### config.mk
export PLATFORM = sky130hd
export DESIGN_NAME = sorted_priority_queue_flat
export DESIGN_NICKNAME = d
export VERILOG_FILES = /design/src/rtl/spq_pkg.sv /design/src/rtl/spq_if.sv /design/src/rtl/spq_cell.sv /design/src/rtl/sorted_priority_queue.sv /design/src/flat_wrapper.sv
export SDC_FILE = /design/constraint.sdc
export NUM_CORES = 2
export LEC_CHECK = 0
export BUFFER_PORTS_ARGS = -buffer_cell sky130_fd_sc_hd__clkbuf_2
export CELL_PAD_IN_SITES_DETAIL_PLACEMENT = 1
export CELL_PAD_IN_SITES_GLOBAL_PLACEMENT = 1
export CORE_MARGIN = 8
export CORE_UTILIZATION = 25
export DETAILED_ROUTE_END_ITERATION = 7
export PLACE_DENSITY = 0.44
export SLEW_MARGIN = 20
export SYNTH_ARGS = -nofsm -noshare
export SYNTH_HDL_FRONTEND = slang
export SYNTH_SLANG_ARGS = --single-unit
### constraint.sdc
create_clock -name clock -period 6.92 [get_ports clock]
set_input_delay 0.346 -clock clock [delete_from_list [all_inputs] [get_ports clock]]
set_output_delay 0.346 -clock clock [all_outputs]
set_load 0.03 [all_outputs]
### src/rtl/spq_pkg.sv
// Shared types, constants and helpers for the sorted priority queue.
// No dependencies; every other file of the block imports this package.
package spq_pkg;

   localparam int DEPTH    = 16;
   localparam int TAG_BITS = 32;

   localparam int IDX_W   = $clog2(DEPTH);
   localparam int CNT_W   = $clog2(DEPTH + 1);
   localparam int CAP_W   = 5;
   localparam int CMP_W   = (CNT_W > CAP_W) ? CNT_W : CAP_W;
   localparam int SCORE_W = 16;
   localparam int PTAG_W  = 32;

   // operation codes of the request channel
   localparam logic [1:0] FN_INSERT = 2'd0;
   localparam logic [1:0] FN_REMOVE = 2'd1;
   localparam logic [1:0] FN_READ   = 2'd2;

   // response status codes
   localparam logic [1:0] ST_OK    = 2'd0;
   localparam logic [1:0] ST_FULL  = 2'd1;
   localparam logic [1:0] ST_EMPTY = 2'd2;

   // cell row operations
   localparam logic [1:0] OP_HOLD   = 2'd0;
   localparam logic [1:0] OP_INSERT = 2'd1;
   localparam logic [1:0] OP_REMOVE = 2'd2;
   localparam logic [1:0] OP_ROTATE = 2'd3;

   typedef struct packed {
      logic [SCORE_W-1:0]  score;
      logic [TAG_BITS-1:0] tag;
   } entry_type;

   typedef struct packed {
      logic [1:0]       op;
      logic [CNT_W-1:0] count;
      entry_type        new_entry;
   } ctl_type;

   function automatic logic [TAG_BITS-1:0] to_tag(input logic [PTAG_W-1:0] v);
      return TAG_BITS'(v);
   endfunction

   function automatic logic [PTAG_W-1:0] from_tag(input logic [TAG_BITS-1:0] t);
      return PTAG_W'(t);
   endfunction

endpackage

### src/rtl/spq_if.sv
// Channel interfaces of the sorted priority queue: request, response, register write.
// Depends on spq_pkg for field widths.
interface spq_req_if import spq_pkg::*; ();
   logic                valid;
   logic                ready;
   logic [1:0]          func;
   logic [SCORE_W-1:0]  score;
   logic [PTAG_W-1:0]   name_tag;

   modport source (output valid, func, score, name_tag, input ready);
   modport sink   (input valid, func, score, name_tag, output ready);
endinterface

interface spq_rsp_if import spq_pkg::*; ();
   logic                valid;
   logic                ready;
   logic [1:0]          status;
   logic [SCORE_W-1:0]  entry_score;
   logic [PTAG_W-1:0]   entry_tag;
   logic                last;

   modport source (output valid, status, entry_score, entry_tag, last, input ready);
   modport sink   (input valid, status, entry_score, entry_tag, last, output ready);
endinterface

interface spq_csr_if import spq_pkg::*; ();
   logic             valid;
   logic             ready;
   logic [CAP_W-1:0] data;

   modport source (output valid, data, input ready);
   modport sink   (input valid, data, output ready);
endinterface

### src/rtl/spq_cell.sv
// One slot of the sorted entry row: holds an entry and trades it with its neighbors.
// Depends on spq_pkg.
module spq_cell import spq_pkg::*; (
   input  logic             clock,
   input  ctl_type          ctl,
   input  logic [IDX_W-1:0] cell_idx,
   input  entry_type        prev_entry,
   input  logic             prev_gt,
   input  entry_type        next_entry,
   input  entry_type        head_entry,
   output entry_type        entry,
   output logic             gt
);

   entry_type entry_ff, entry_in;
   logic      occupied, at_end, at_wrap;

   assign occupied = CNT_W'(cell_idx) < ctl.count;
   assign at_end   = CNT_W'(cell_idx) == ctl.count;
   assign at_wrap  = (CNT_W'(cell_idx) + CNT_W'(1)) == ctl.count;

   // scores are sorted descending, so this flag is monotone along the occupied cells
   assign gt = occupied && ($signed(ctl.new_entry.score) > $signed(entry_ff.score));

   always_comb begin
      entry_in = entry_ff;
      unique case (ctl.op)
         OP_INSERT: begin
            if (prev_gt) entry_in = prev_entry;
            else if (gt || at_end) entry_in = ctl.new_entry;
         end
         OP_REMOVE: entry_in = next_entry;
         OP_ROTATE: entry_in = at_wrap ? head_entry : next_entry;
         default:   entry_in = entry_ff;
      endcase
   end

   always_ff @(posedge clock) begin
      entry_ff <= entry_in;
   end

   assign entry = entry_ff;

endmodule

### src/rtl/sorted_priority_queue.sv
// Sorted priority queue: a row of DEPTH cells kept in descending score order.
// Insert and delete: cell row and response register update in the cycle after accept.
// Read-out: N responses from the head cell as the occupied cells rotate, one per cycle unless
// the response stalls; a busy flag is registered before the first; next taken after the last.
// Reset (synchronous, active high) clears entry count and response valid and sets
// capacity to 16; entry contents are not cleared.
module sorted_priority_queue import spq_pkg::*; (
   input logic        clock,
   input logic        reset,
   spq_req_if.sink    req,
   spq_rsp_if.source  rsp,
   spq_csr_if.sink    csr
);

   logic [CNT_W-1:0]   count_ff, count_in;
   logic [CAP_W-1:0]   capacity_ff;
   logic               rd_busy_ff, rd_busy_in;
   logic [CNT_W-1:0]   rd_left_ff, rd_left_in;
   logic               rsp_valid_ff, rsp_valid_in;
   logic [1:0]         rsp_status_ff, rsp_status_in;
   logic [SCORE_W-1:0] rsp_score_ff, rsp_score_in;
   logic [PTAG_W-1:0]  rsp_tag_ff, rsp_tag_in;
   logic               rsp_last_ff, rsp_last_in;

   logic             out_free, accept, full;
   logic [CMP_W-1:0] limit;
   logic [1:0]       op;
   ctl_type          ctl;

   entry_type             cell_entry [DEPTH];
   entry_type             prev_e [DEPTH];
   entry_type             next_e [DEPTH];
   logic [DEPTH-1:0]      cell_gt;
   logic [DEPTH-1:0]      prev_gt;

   assign csr.ready = 1'b1;
   assign out_free  = !rsp_valid_ff || rsp.ready;
   assign req.ready = !rd_busy_ff && out_free;
   assign accept    = req.valid && req.ready;

   assign limit = (CMP_W'(capacity_ff) > CMP_W'(DEPTH)) ? CMP_W'(DEPTH) : CMP_W'(capacity_ff);
   assign full  = CMP_W'(count_ff) >= limit;

   assign ctl.op        = op;
   assign ctl.count     = count_ff;
   assign ctl.new_entry = '{score: req.score, tag: to_tag(req.name_tag)};

   for (genvar g = 0; g < DEPTH; g++) begin : g_cell
      if (g == 0) begin : g_head
         assign prev_e[g]  = ctl.new_entry;
         assign prev_gt[g] = 1'b0;
      end else begin : g_body
         assign prev_e[g]  = cell_entry[g-1];
         assign prev_gt[g] = cell_gt[g-1];
      end
      assign next_e[g] = cell_entry[(g + 1) % DEPTH];

      spq_cell u_cell (
         .clock      (clock),
         .ctl        (ctl),
         .cell_idx   (IDX_W'(g)),
         .prev_entry (prev_e[g]),
         .prev_gt    (prev_gt[g]),
         .next_entry (next_e[g]),
         .head_entry (cell_entry[0]),
         .entry      (cell_entry[g]),
         .gt         (cell_gt[g])
      );
   end

   always_comb begin
      op            = OP_HOLD;
      count_in      = count_ff;
      rd_busy_in    = rd_busy_ff;
      rd_left_in    = rd_left_ff;
      rsp_valid_in  = rsp_valid_ff && !rsp.ready;
      rsp_status_in = rsp_status_ff;
      rsp_score_in  = rsp_score_ff;
      rsp_tag_in    = rsp_tag_ff;
      rsp_last_in   = rsp_last_ff;

      if (accept) begin
         unique case (req.func)
            FN_INSERT: begin
               rsp_valid_in  = 1'b1;
               rsp_score_in  = '0;
               rsp_tag_in    = '0;
               rsp_last_in   = 1'b1;
               if (full) begin
                  rsp_status_in = ST_FULL;
               end else begin
                  rsp_status_in = ST_OK;
                  op            = OP_INSERT;
                  count_in      = count_ff + CNT_W'(1);
               end
            end
            FN_REMOVE: begin
               rsp_valid_in = 1'b1;
               rsp_last_in  = 1'b1;
               if (count_ff == '0) begin
                  rsp_status_in = ST_EMPTY;
                  rsp_score_in  = '0;
                  rsp_tag_in    = '0;
               end else begin
                  rsp_status_in = ST_OK;
                  rsp_score_in  = cell_entry[0].score;
                  rsp_tag_in    = from_tag(cell_entry[0].tag);
                  op            = OP_REMOVE;
                  count_in      = count_ff - CNT_W'(1);
               end
            end
            FN_READ: begin
               if (count_ff == '0) begin
                  rsp_valid_in  = 1'b1;
                  rsp_status_in = ST_EMPTY;
                  rsp_score_in  = '0;
                  rsp_tag_in    = '0;
                  rsp_last_in   = 1'b1;
               end else begin
                  rd_busy_in = 1'b1;
                  rd_left_in = count_ff;
               end
            end
            default: ;
         endcase
      end else if (rd_busy_ff && out_free) begin
         // emit the head and rotate the occupied cells by one
         op            = OP_ROTATE;
         rsp_valid_in  = 1'b1;
         rsp_status_in = ST_OK;
         rsp_score_in  = cell_entry[0].score;
         rsp_tag_in    = from_tag(cell_entry[0].tag);
         rsp_last_in   = rd_left_ff == CNT_W'(1);
         rd_left_in    = rd_left_ff - CNT_W'(1);
         if (rd_left_ff == CNT_W'(1)) rd_busy_in = 1'b0;
      end
   end

   always_ff @(posedge clock) begin
      if (reset) begin
         count_ff     <= '0;
         capacity_ff  <= CAP_W'(16);
         rd_busy_ff   <= 1'b0;
         rd_left_ff   <= '0;
         rsp_valid_ff <= 1'b0;
      end else begin
         count_ff     <= count_in;
         rd_busy_ff   <= rd_busy_in;
         rd_left_ff   <= rd_left_in;
         rsp_valid_ff <= rsp_valid_in;
         if (csr.valid && csr.ready) capacity_ff <= csr.data;
      end
   end

   always_ff @(posedge clock) begin
      rsp_status_ff <= rsp_status_in;
      rsp_score_ff  <= rsp_score_in;
      rsp_tag_ff    <= rsp_tag_in;
      rsp_last_ff   <= rsp_last_in;
   end

   assign rsp.valid       = rsp_valid_ff;
   assign rsp.status      = rsp_status_ff;
   assign rsp.entry_score = rsp_score_ff;
   assign rsp.entry_tag   = rsp_tag_ff;
   assign rsp.last        = rsp_last_ff;

endmodule

### src/flat_wrapper.sv
// flat-port wrapper written by rule: the top's interface ports become plain ports
module sorted_priority_queue_flat import spq_pkg::*;
  (clock, reset, req_valid, req_func, req_score, req_name_tag, req_ready, rsp_valid, rsp_status, rsp_entry_score, rsp_entry_tag, rsp_last, rsp_ready, csr_valid, csr_data, csr_ready);
  spq_req_if req_i ();
  spq_rsp_if rsp_i ();
  spq_csr_if csr_i ();
  input logic clock;
  input logic reset;
  input wire logic [$bits(req_i.valid)-1:0] req_valid;
  input wire logic [$bits(req_i.func)-1:0] req_func;
  input wire logic [$bits(req_i.score)-1:0] req_score;
  input wire logic [$bits(req_i.name_tag)-1:0] req_name_tag;
  output wire logic [$bits(req_i.ready)-1:0] req_ready;
  output wire logic [$bits(rsp_i.valid)-1:0] rsp_valid;
  output wire logic [$bits(rsp_i.status)-1:0] rsp_status;
  output wire logic [$bits(rsp_i.entry_score)-1:0] rsp_entry_score;
  output wire logic [$bits(rsp_i.entry_tag)-1:0] rsp_entry_tag;
  output wire logic [$bits(rsp_i.last)-1:0] rsp_last;
  input wire logic [$bits(rsp_i.ready)-1:0] rsp_ready;
  input wire logic [$bits(csr_i.valid)-1:0] csr_valid;
  input wire logic [$bits(csr_i.data)-1:0] csr_data;
  output wire logic [$bits(csr_i.ready)-1:0] csr_ready;
  assign req_i.valid = req_valid;
  assign req_i.func = req_func;
  assign req_i.score = req_score;
  assign req_i.name_tag = req_name_tag;
  assign req_ready = req_i.ready;
  assign rsp_valid = rsp_i.valid;
  assign rsp_status = rsp_i.status;
  assign rsp_entry_score = rsp_i.entry_score;
  assign rsp_entry_tag = rsp_i.entry_tag;
  assign rsp_last = rsp_i.last;
  assign rsp_i.ready = rsp_ready;
  assign csr_i.valid = csr_valid;
  assign csr_i.data = csr_data;
  assign csr_ready = csr_i.ready;
  sorted_priority_queue u_core (.clock(clock), .reset(reset), .req(req_i), .rsp(rsp_i), .csr(csr_i));
endmodule
After elaboration in Yosys (flattened, before gate mapping):

Cells that the tools add are included.

* bits in registers: 836
* logic and storage cells: 297
* output and inout bits: 54
* bits of input ports: 60

* multiplexer cells: 104
* add/subtract/negate cells: 3
* equality and inequality tests: 45
* $lt $le $gt $ge: 34
* reduce and logical (&&, ||, !) cells: 70

Operators by type and width (number)
* 48-bit two-way mux: 46
* 48-bit one-hot mux with 3 select lines: 15
* 16-bit > comparator: 16
* 32-bit two-way mux: 4
* 32-bit one-hot mux with 3 select lines: 1
* 48-bit one-hot mux with 2 select lines: 1
* 16-bit two-way mux: 4
* 3-bit inequality test, second input constant: 17
* 16-bit one-hot mux with 3 select lines: 1
* 4-bit by 5-bit == test with 1-bit output, first input constant: 8
* 4-bit by 5-bit < comparator with 1-bit output, first input constant: 8
* 5-bit two-way mux: 7
* 2-bit AND reduction: 15
* 3-bit by 5-bit == test with 1-bit output, first input constant: 4
* 1-bit logical AND: 20
* 3-bit by 5-bit < comparator with 1-bit output, first input constant: 4
* 1-bit logical OR: 17
* 2-bit two-way mux: 7
* 1-bit two-way mux: 13
* 2-bit inequality test, second input constant: 6
* 3-bit AND reduction: 4
* 2-bit by 5-bit == test with 1-bit output, first input constant: 2
* 1-bit by 5-bit < comparator with 1-bit output, first input constant: 2
* 2-bit by 5-bit < comparator with 1-bit output, first input constant: 2
* other kinds (20): 32

Longest topological paths before layout:

* depth in word-level cells: 10
* gate-level depth with buffers: 13
* depth with buffers taken out: 9

Modules after synthesis:

A second synthesis with hierarchy kept.

* cells, all modules: 6831
* area, all modules: 62572.5 µm²

By module, submodules not included
* spq_cell (u_core.g_cell[2].u_cell ...): area each 3766.1 µm², instances 7, cells each 420, seq. area each 1441.4 µm²
* spq_cell (u_core.g_cell[10].u_cell ...): area each 3703.6 µm², instances 7, cells each 417, seq. area each 1441.4 µm²
* spq_cell (u_core.g_cell[0].u_cell ...): area each 3597.2 µm², instances 2, cells each 355, seq. area each 1441.4 µm²
* sorted_priority_queue: area each 3090.5 µm², instances 1, cells each 262, seq. area each 1871.8 µm²

Least setup slack after synthesis:

Ideal clock, no wire load.

* path type: register to register
* from: register u_core.count_ff[0]
* to: register u_core.g_cell[0].u_cell.entry_ff, in the netlist u_core.g_cell[0].u_cell.entry[0] (enable)
* period minus slack after synthesis: 6.697 ns
* required time: 6.379 ns
* setup time: 0.541 ns
* arrival time: 6.156 ns
* cell stages (with the launch flop): 12
* path buffers: 5
* setup slack: 0.223 ns
* cells stage by stage: dfxtp_1 clkbuf_1 inv_1 ha_1 nand2_2 a21o_1 nand2_2 buf_4 buf_4 buf_4 buf_2 a311oi_1

* cells in the longest elaborated chain, start to end: 7
* elaborated cells between the ends (all ways): 17
* classes of those cells: 2 x order compare; 6 x eq/ne; 4 x mux; 5 x reduce/logical

RTL lines
* start: declaration: RTL line sorted_priority_queue.sv:15 `logic [CNT_W-1:0] count_ff, count_in;`
* start signal: assignment: RTL line sorted_priority_queue.sv:147 `count_ff <= count_in;`
* 5-bit greater-or-equal comparator or 5-bit logical NOT (tied branches): RTL line sorted_priority_queue.sv:42, spq_cell.sv:19, sorted_priority_queue.sv:100
* 1-bit two-way mux or 2-bit two-way mux (tied branches): RTL line sorted_priority_queue.sv:89, sorted_priority_queue.sv:100
* 2-bit one-hot mux with 2 select lines: RTL line sorted_priority_queue.sv:83 `unique case (req.func)`
* 2-bit two-way mux: RTL line sorted_priority_queue.sv:82 `if (accept) begin`
* 2-bit by 1-bit == test with 1-bit output or 2-bit == test (tied branches): RTL line spq_cell.sv:27 `unique case (ctl.op)`
* 2-bit inequality test (no source line) or 3-bit nonzero test (tied branches)
* 3-bit AND reduction (no source line) (*)
* end signal: assignment: RTL line spq_cell.sv:39 `entry_ff <= entry_in;`
* end: declaration: RTL line spq_cell.sv:15 `entry_type entry_ff, entry_in;`

Mark *: on every way between the ends. The rest lies on a longest branch, timed or not.
A chain may end at the register's enable or synchronous reset.

Worst setup path in the final report:

* from: register u_core.g_cell[0].u_cell.entry_ff, in the netlist u_core.g_cell[0].u_cell.entry[40]
* to: register u_core.g_cell[0].u_cell.entry_ff, in the netlist u_core.g_cell[0].u_cell.entry[23] (enable)

* cells in the longest elaborated chain, start to end: 5

RTL lines
* 16-bit > comparator: RTL line spq_cell.sv:23 `assign gt = occupied && ($signed(ctl.new_entry.score) > $signed(entry_ff.score));`
* 1-bit logical AND: RTL line spq_cell.sv:23
* 1-bit logical OR: RTL line spq_cell.sv:30 `else if (gt || at_end) entry_in = ctl.new_entry;`
* 2-bit inequality test (no source line)
* 3-bit AND reduction (no source line)

Every way passes these cells.

==> key figures <==
Run status
  • Status: finished clean

Clock tree
  • Clock Latency Late Sink: 780 ps
  • CTS Root Buffer Type: clkbuf_16
  • # clock sinks: 836
  • Clock Pin Slew Worst Setup and Hold Paths: 60 ps
  • CTS Buf Count: 114
  • Cts repair resizes: 0
  • Clk buf depth: 3
  • H-tree levels: 3
  • CTS tree: done

STA
  • Final period util: 72.49%
  • Pins over their slew limit: 0
  • Fmax: 199.3 MHz
  • Final setup vio count: 0
  • Slew headroom: 23.51%
  • Final hold vios: 0
  • Clock skew: 35.69 ps
  • Hold_ws: 47.67 ps
  • Worst-Margin Slew: 1147 ps
  • Final TNS setup: 0 ps
  • Fin crit period: 5016 ps
  • RSZ-0062 raised after global routing: no

Yosys
  • #FFs+latches synth: 836
  • Ys flop type: edfxtp_1
  • Post-synth EDFFs: 819
  • Post-synthesis sequential area ratio: 47.68%
  • Post-Synthesis Cell Area: 52290 sq um
  • Mean post-synth cell area: 10.66 sq um
  • Yosys warns: 0
  • Synth Instances: 4907
  • Synth cell types: 80
  • Post-Syn Nets: 5239
  • Fraction of registers with async set/reset: 0%

GRT
  • Gr ovfl total: 0
  • GRT Resource Usage Total: 21.17%
  • Pin count of the biggest net entering global routing: 161
  • Initial antenna violation count: 11
  • Number of global-route vias before repair: 45000
  • First-pass GRT wire length: 348400 um

Worst setup path
  • WP data required: 7300 ps
  • WP data arrival: 5400 ps
  • Crit. Startpoint: u_core.g_cell[0].u_cell.entry[40]
  • Crit path cell chain: inv_1 -> ha_1 -> nand4_1 -> nor4_1 -> buf_4 -> a31oi_1 -> nand2_1 -> mux2_2 -> a311oi_4 -> buf_4
  • Crit path max fanout: 32
  • Top cell by count, worst path: buf_4
  • CP Launch Type: flop
  • Worst path max stage delay: 970 ps
  • R2r startpoint: u_core.g_cell[0].u_cell.entry[40]
  • Slowest stage cell, crit path: edfxtp_1
  • WS Path Type: reg -> reg
  • CP Capture Type: flop

Detailed routing
  • DRT Pass-1 Iters: 6
  • Avg Vias per Cell: 5.575
  • DRC errors left: 0
  • WL final: 247000 um
  • Vias: 43100
  • Wire per inst: 31.95 um
  • ANT nets after route: 0
  • Initial DRC count: 3654

Placed design
  • Cell Area, Placed: 56170 sq um
  • Detailed Place HPWL: 156400 um
  • Placer Congestion: 0.8235
  • # port buffers: 112

Die
  • Die Wd: 473.4 um
  • I/O pin count: 114
  • Core Area: 208700 sq um
  • Row count: 168
  • Die Y: 473.4 um
  • Starting Density: 25.05%
  • Die Area: 224100 sq um

Hold path
  • Hold crit path type: in -> reg
  • Min-delay src: reset

Cells and area
  • Fraction of layout cells with a size suffix above 1: 10.63%
  • P&R area growth vs syn: 15.09%
  • Post-Layout Inst Area: 60180 sq um
  • Core Util, Final: 28.83%
  • Fill cells: 23020
  • Fin nets: 5156

Power and ir drop
  • Cell leakage power: 0.02287 uW
  • Pwr/cell area: 287.7 nW/um^2
  • Worst VDD drop: 0.1902 mV

Job
  • Max Cap Viol: 0
-- state kept, by name, summed over array words and instances, names as in the netlist --
signal,cells
u_core.rsp.entry_tag,32
u_core.g_cell.u_cell.entry,768
u_core.capacity_ff,5
u_core.rd_left_ff,5
u_core.rsp.last,1
u_core.rsp.valid,1
u_core.rd_busy_ff,1
u_core.rsp.status,2
u_core.count_ff,5
u_core.rsp.entry_score,16
-- cells in the mapped netlist (17+ instances only) --
library cell | number | area share [%]
a21o_1 | 26 | 0.37
a21oi_1 | 107 | 1.0
a221o_1 | 244 | 4.7
a22oi_1 | 323 | 4.6
a2bb2oi_1 | 50 | 0.84
a32oi_1 | 64 | 1.1
and2_1 | 74 | 0.89
buf_2 | 168 | 1.6
buf_4 | 30 | 0.43
clkbuf_1 | 253 | 1.8
dfxtp_1 | 17 | 0.65
edfxtp_1 | 819 | 47
ha_1 | 272 | 6.5
inv_1 | 264 | 1.9
mux2i_1 | 521 | 10
nand2_1 | 580 | 4.2
nand2_2 | 19 | 0.23
nand3_1 | 220 | 2.1
nand4_1 | 43 | 0.51
nor2_1 | 86 | 0.62
nor2b_1 | 23 | 0.28
nor3_1 | 21 | 0.20
o211ai_1 | 145 | 2.1
o21ai_0 | 299 | 2.9
o21ai_1 | 29 | 0.28
o311ai_0 | 28 | 0.47
-- final cells by class --
| class | instances | area [sq um] | area share (%) |
|---|---|---|---|
| flip-flops and latches | 836 | 24930 | 41.43 |
| repair buffers | 267 | 1952 | 3.243 |
| clock inverters | 68 | 783.3 | 1.301 |
| clock buffers | 144 | 3057 | 5.079 |
| diodes | 6 | 15.01 | 0.02495 |
| multi-input cells | 3340 | 24940 | 41.44 |
| well taps | 2805 | 3510 | 5.832 |
| inverters | 265 | 994.7 | 1.653 |
-- final timing paths --
check | to | depth (start not counted) | slack (ps)
worst min register to register | u_core.rd_left_ff[1] | 2 | 480
worst max register to register | u_core.g_cell[0].u_cell.entry[23] | 10 | 1900
worst min-delay path | u_core.capacity_ff[3] | 2 | 50
worst max-delay path | u_core.g_cell[0].u_cell.entry[23] | 10 | 1900
-- metrics by stage --
step | setup slack, ps | cells | power (uW)
2_1_floorplan | 223.2 | 4907 | 9312
3_3_place_gp | 1277 | 7499 | 11070
3_5_place_dp | 1291 | 7499 | 11120
4_1_cts | 1931 | 7724 | 17500
5_1_grt | 1836 | 7726 | 18010
6_report | 1904 | 7731 | 17320
-- critical path, delay by kind of cell, from the launching register on --
kind / cells / cell delay [ps]
AOI/OAI and AO/OA: 2 / 1060
and+or+nand+nor: 3 / 580
DFF: 1 / 970
muxes: 1 / 460
buffers and inverters: 3 / 1100
adders and majority gates: 1 / 340
-- kinds of logic (layout without fill, tap and decap cells) --
| logic type | count (synthesis) | in the layout | share of synthesized area [%] |
|---|---|---|---|
| AO/OA/AOI/OAI | 1401 | 1401 | 19.74 |
| AND/OR/NAND/NOR | 1135 | 1135 | 9.987 |
| flip-flops | 836 | 836 | 47.68 |
| buffers and inverters | 731 | 744 | 5.908 |
| multiplexers | 526 | 526 | 10.09 |
| adder cells (fa/ha/maj) | 272 | 272 | 6.508 |
| XOR/XNOR | 5 | 5 | 0.08374 |
| other | 1 | 7 | 0.007171 |
-- cells in the final DEF, fill, tap and decap left out, types with 43 or more instances in the layout --
cell / n
buf_4: 127
a2bb2oi_1: 50
nor2_1: 78
nand2_1: 579
and2_1: 74
mux2i_1: 515
nand3_1: 220
inv_1: 264
clkbuf_2: 112
a21oi_1: 106
a22oi_1: 323
nand4_1: 43
a32oi_1: 64
o211ai_1: 145
a221o_1: 244
o21ai_0: 295
ha_1: 272
clkbuf_16: 115
edfxtp_1: 819
-- layer usage --
layer,part of all wire (%),track usage (%),up-vias,wire (um)
li1,-,-,18800,-
met1,44,27.74,22640,108900
met2,48,35.94,1279,117900
met3,4.7,2.865,375,11550
met4,3.5,7.150,2,8623
met5,0.0045,0,-,11
-- power breakdown --
group | internal (uW) | switching, uW
logic | 1260 | 2750
clock network | 3680 | 2590
registers | 6440 | 594
total | 11400 | 5940
-- what timing repair did --
action	in CTS	in global routing
hold buffers	13	0
endpoints found under the hold margin	6	0
setup buffers	0	0
(Power assumes the default switching activity.)
